===== src/hdl/htlp_ram.sv =====
module htlp_ram #(
  parameter int WIDTH = 8,
  parameter int DEPTH = 256
) (
  input  logic                     clk,
  input  logic                     we,
  input  logic [$clog2(DEPTH)-1:0] waddr,
  input  logic [WIDTH-1:0]         wdata,
  input  logic [$clog2(DEPTH)-1:0] raddr,
  output logic [WIDTH-1:0]         rdata
);

  logic [WIDTH-1:0] mem [DEPTH];

  always_ff @(posedge clk) begin
    if (we) mem[waddr] <= wdata;
    rdata <= mem[raddr];
  end

endmodule


===== config.mk =====
export PLATFORM = sky130hd
export DESIGN_NAME = htlp_ram
export DESIGN_NICKNAME = d
export VERILOG_FILES = /design/src/hdl/htlp_ram.sv
export SDC_FILE = /design/constraint.sdc
export NUM_CORES = 2
export LEC_CHECK = 0
export ABC_AREA = 1
export BUFFER_PORTS_ARGS = -buffer_cell sky130_fd_sc_hd__buf_2
export CAP_MARGIN = 10
export CELL_PAD_IN_SITES_DETAIL_PLACEMENT = 1
export CELL_PAD_IN_SITES_GLOBAL_PLACEMENT = 2
export CORE_UTILIZATION = 44
export CTS_CLUSTER_SIZE = 12
export DETAILED_ROUTE_END_ITERATION = 10
export PLACE_DENSITY = 0.77
export SYNTH_ARGS = -nofsm -noshare
export SYNTH_HDL_FRONTEND = slang
export SYNTH_SLANG_ARGS = --single-unit

===== constraint.sdc =====
create_clock -name clk -period 2.1 [get_ports clk]
set_input_delay 0.315 -clock clk [delete_from_list [all_inputs] [get_ports clk]]
set_output_delay 0.315 -clock clk [all_outputs]
set_load 0.005 [all_outputs]

==> flow_metrics.py <==
metrics = {
    "worst_setup_path": {
        "required_ps": 2900,
        "critPathKind": "primary input to flip-flop",
        "endpoint_kind": "flip-flop",
        "arrival_ps": 2870,
        "cp_max_fo": 20,
        "critPathLaunchType": "primary input",
    },
    "power": {
        "peakVddDrop_uv": 847.2,
        "p_leak_nw": 35.71,
        "p_per_area_mw_per_mm2": 892.1,
    },
    "timing": {
        "rsz0062_at_grt": "no",
        "final.setup_skew_ps": 39.98,
        "min_period_over_period_pct": 98.69,
        "fmax_mhz": 482.5,
        "report.final.slew_viol_count": 0,
        "report.final.hold_viol_count": 0,
        "whs_ps": 234.4,
        "worstMarginPinSlew_ps": 1012,
        "finalSetupViolCount": 0,
        "slew_headroom_pct": 32.45,
        "final.min_clock_period_ps": 2073,
    },
    "yosys": {
        "synth_top_area_share_pct": 73.74,
        "ys_seq_area_share_pct": 73.94,
        "syn-cell-area_sq_mm": 0.08340,
        "synth_top_family_by_area": "simple AND/OR/NAND/NOR gates",
        "yosysWarnings": 0,
        "synth-compound-area-share_pct": 0,
        "synth_area_leaders": "edfxtp_1 (74%), nand3_1 (12%), nand2_1 (9.6%), buf_2 (1.6%), nor2_1 (1.3%)",
        "synth-seq-cells": 2056,
        "avgSynthCellArea_sq_um": 11.91,
        "synth_area_leader_cell": "edfxtp_1",
        "synth_mux_area_share_pct": 0,
        "ys_types": 14,
        "synth_fa_ha_area_share_pct": 0,
        "netlist_instances": 7003,
        "synthXorXnorAreaFrac_pct": 0,
        "syn_nets": 7029,
        "synthSimpleGateAreaFrac_pct": 22.95,
    },
    "floorplanning": {
        "initial_core_util_pct": 44.36,
        "fp-row-count": 159,
        "io_pins": 34,
        "coreArea_sq_mm": 0.1880,
        "die_h_um": 437.4,
        "fp.dieW_um": 437.4,
        "dieArea_sq_mm": 0.1913,
    },
    "clock_network": {
        "clock_sinks": 2056,
        "clk_pin_slew_worst_paths_ps": 60,
        "clkLatencyLatePin_ps": 880,
        "numCtsBuffers": 217,
        "cts_root_buf": "clkbuf_16",
        "cts_tree": "yes",
        "cts_buffer_depth": 3,
        "cts_max_level": 4,
        "postCtsSetupBuffers": 0,
    },
    "global_route": {
        "grt_max_degree": 83,
        "grt_util_all_layers_pct": 28.45,
        "grt_first_pass_wirelength_um": 402300,
        "antenna_found_initial": 8,
        "grt_pass1_vias": 60470,
        "grt_remaining_overflow": 0,
    },
    "route": {
        "drt_first_pass_iters": 5,
        "postRouteAntennaNets": 0,
        "first_iter_violations": 5558,
        "viasPerCell": 5.676,
        "routed_wirelength_um": 272100,
        "drc": 0,
        "vias": 58180,
        "wl_per_cell_um": 26.55,
    },
    "job": {
        "cap_viol_max_count": 0,
    },
    "placement": {
        "portBuffers": 33,
        "gp_congestion": 0.8748,
        "placed_area_sq_mm": 0.09214,
        "dp_hpwl_um": 176300,
    },
    "status": {
        "outcome": "complete, no violations",
    },
    "finish": {
        "multi_input_area_sq_mm": 0.01918,
        "fillers": 19290,
        "regArea_sq_mm": 0.06166,
        "layout_commonest_cell": "nand2_1",
        "final_cell_mix": "nand2_1 (2,106), edfxtp_1 (2,048), nand3_1 (2,019)",
        "drive_gt1_share_pct": 14.64,
        "fin_area_sq_mm": 0.09893,
        "fin_nets": 7596,
        "synthToLayoutAreaGrowth_pct": 18.63,
    },
    "hold_path": {
        "hold_class": "primary input to flip-flop",
    },
}
==> layer usage <==
metal / share of wire, % / track usage, %
met1: 42 / 38.54
met2: 49 / 47.12
met3: 6.1 / 3.824
met4: 3.5 / 9.942
met5: 0.0048 / 0
==> critical path: stages <==
cell	delay [ps]
buf_8	160
inv_16	220
buf_4	330
buf_4	210
nand2_1	60
nand3_1	70
nand3_1	100
nand3_1	140
nand3_1	190
nand3_1	290
nand3_1	270
nand2_1	160
nand2_1	170
nand2_1	110
==> power by group <==
part | switching (mW) | total [mW] | internal (mW)
Combinational | 4.39 | 6.32 | 1.93
Clock | 16.1 | 36.6 | 20.5
Sequential | 0.0724 | 45.3 | 45.2
==> worst paths after layout <==
kind	start	end	slack, ps	depth (start not counted)
min	raddr[6]	rdata[5]	230	6
min reg2reg	mem[58][0]	rdata[0]	970	10
max reg2reg	mem[104][6]	rdata[6]	70	10
max	raddr[0]	rdata[6]	30	14
==> metrics by stage <==
stage          instances  setup TNS, ps  power, mW  utilization [%]  worst slack (ps)
3_5_place_dp        9836          -5411      52.47            49.01            -826.1
2_1_floorplan       7003              0      48.92                -             293.5
6_report           10250              0      88.25            52.62             27.49
3_3_place_gp        9836          -5227      52.34            49.01            -807.5
5_1_grt            10250              0      90.66            52.62             13.43
4_1_cts            10250              0      88.84            52.62             59.08
==> registers in the layout (all words and copies together) (netlist names) <==
| name | flops |
|---|---|
| rdata | 8 |
| mem | 2048 |
==> final cells by class <==
cell class / count / area share [%]
inverters: 39 / 0.1821
clock buffers: 286 / 5.843
repair buffers: 831 / 8.189
flip-flops and latches: 2056 / 62.33
clock inverters: 116 / 0.9144
multi-input cells: 4425 / 19.39
well taps: 2495 / 3.155
diodes: 2 / 0.005059
==> repair_timing <==
item / in CTS / in global routing
setup endpoints to repair: 1 / 1
hold buffers: 10 / 0
cloned: 0 / 0
endpoints found under the hold margin: 215 / 0
resized for setup: 1 / 1
==> logic make-up after synthesis <==
group,Yosys count
buffers and inverters,522
DFF,2056
and+or+nand+nor,4425
==> synthesized netlist by cell type <==
cell type / n
nand2_1: 2123
edfxtp_1: 2048
nand3_1: 2019
nor2_1: 283
buf_2: 268
clkbuf_1: 112
buf_4: 46
buf_1: 40
inv_1: 36
buf_6: 16
dfxtp_1: 8
inv_2: 2
buf_8: 1
inv_4: 1
Note: power is estimated with default switching activity, not from simulation.
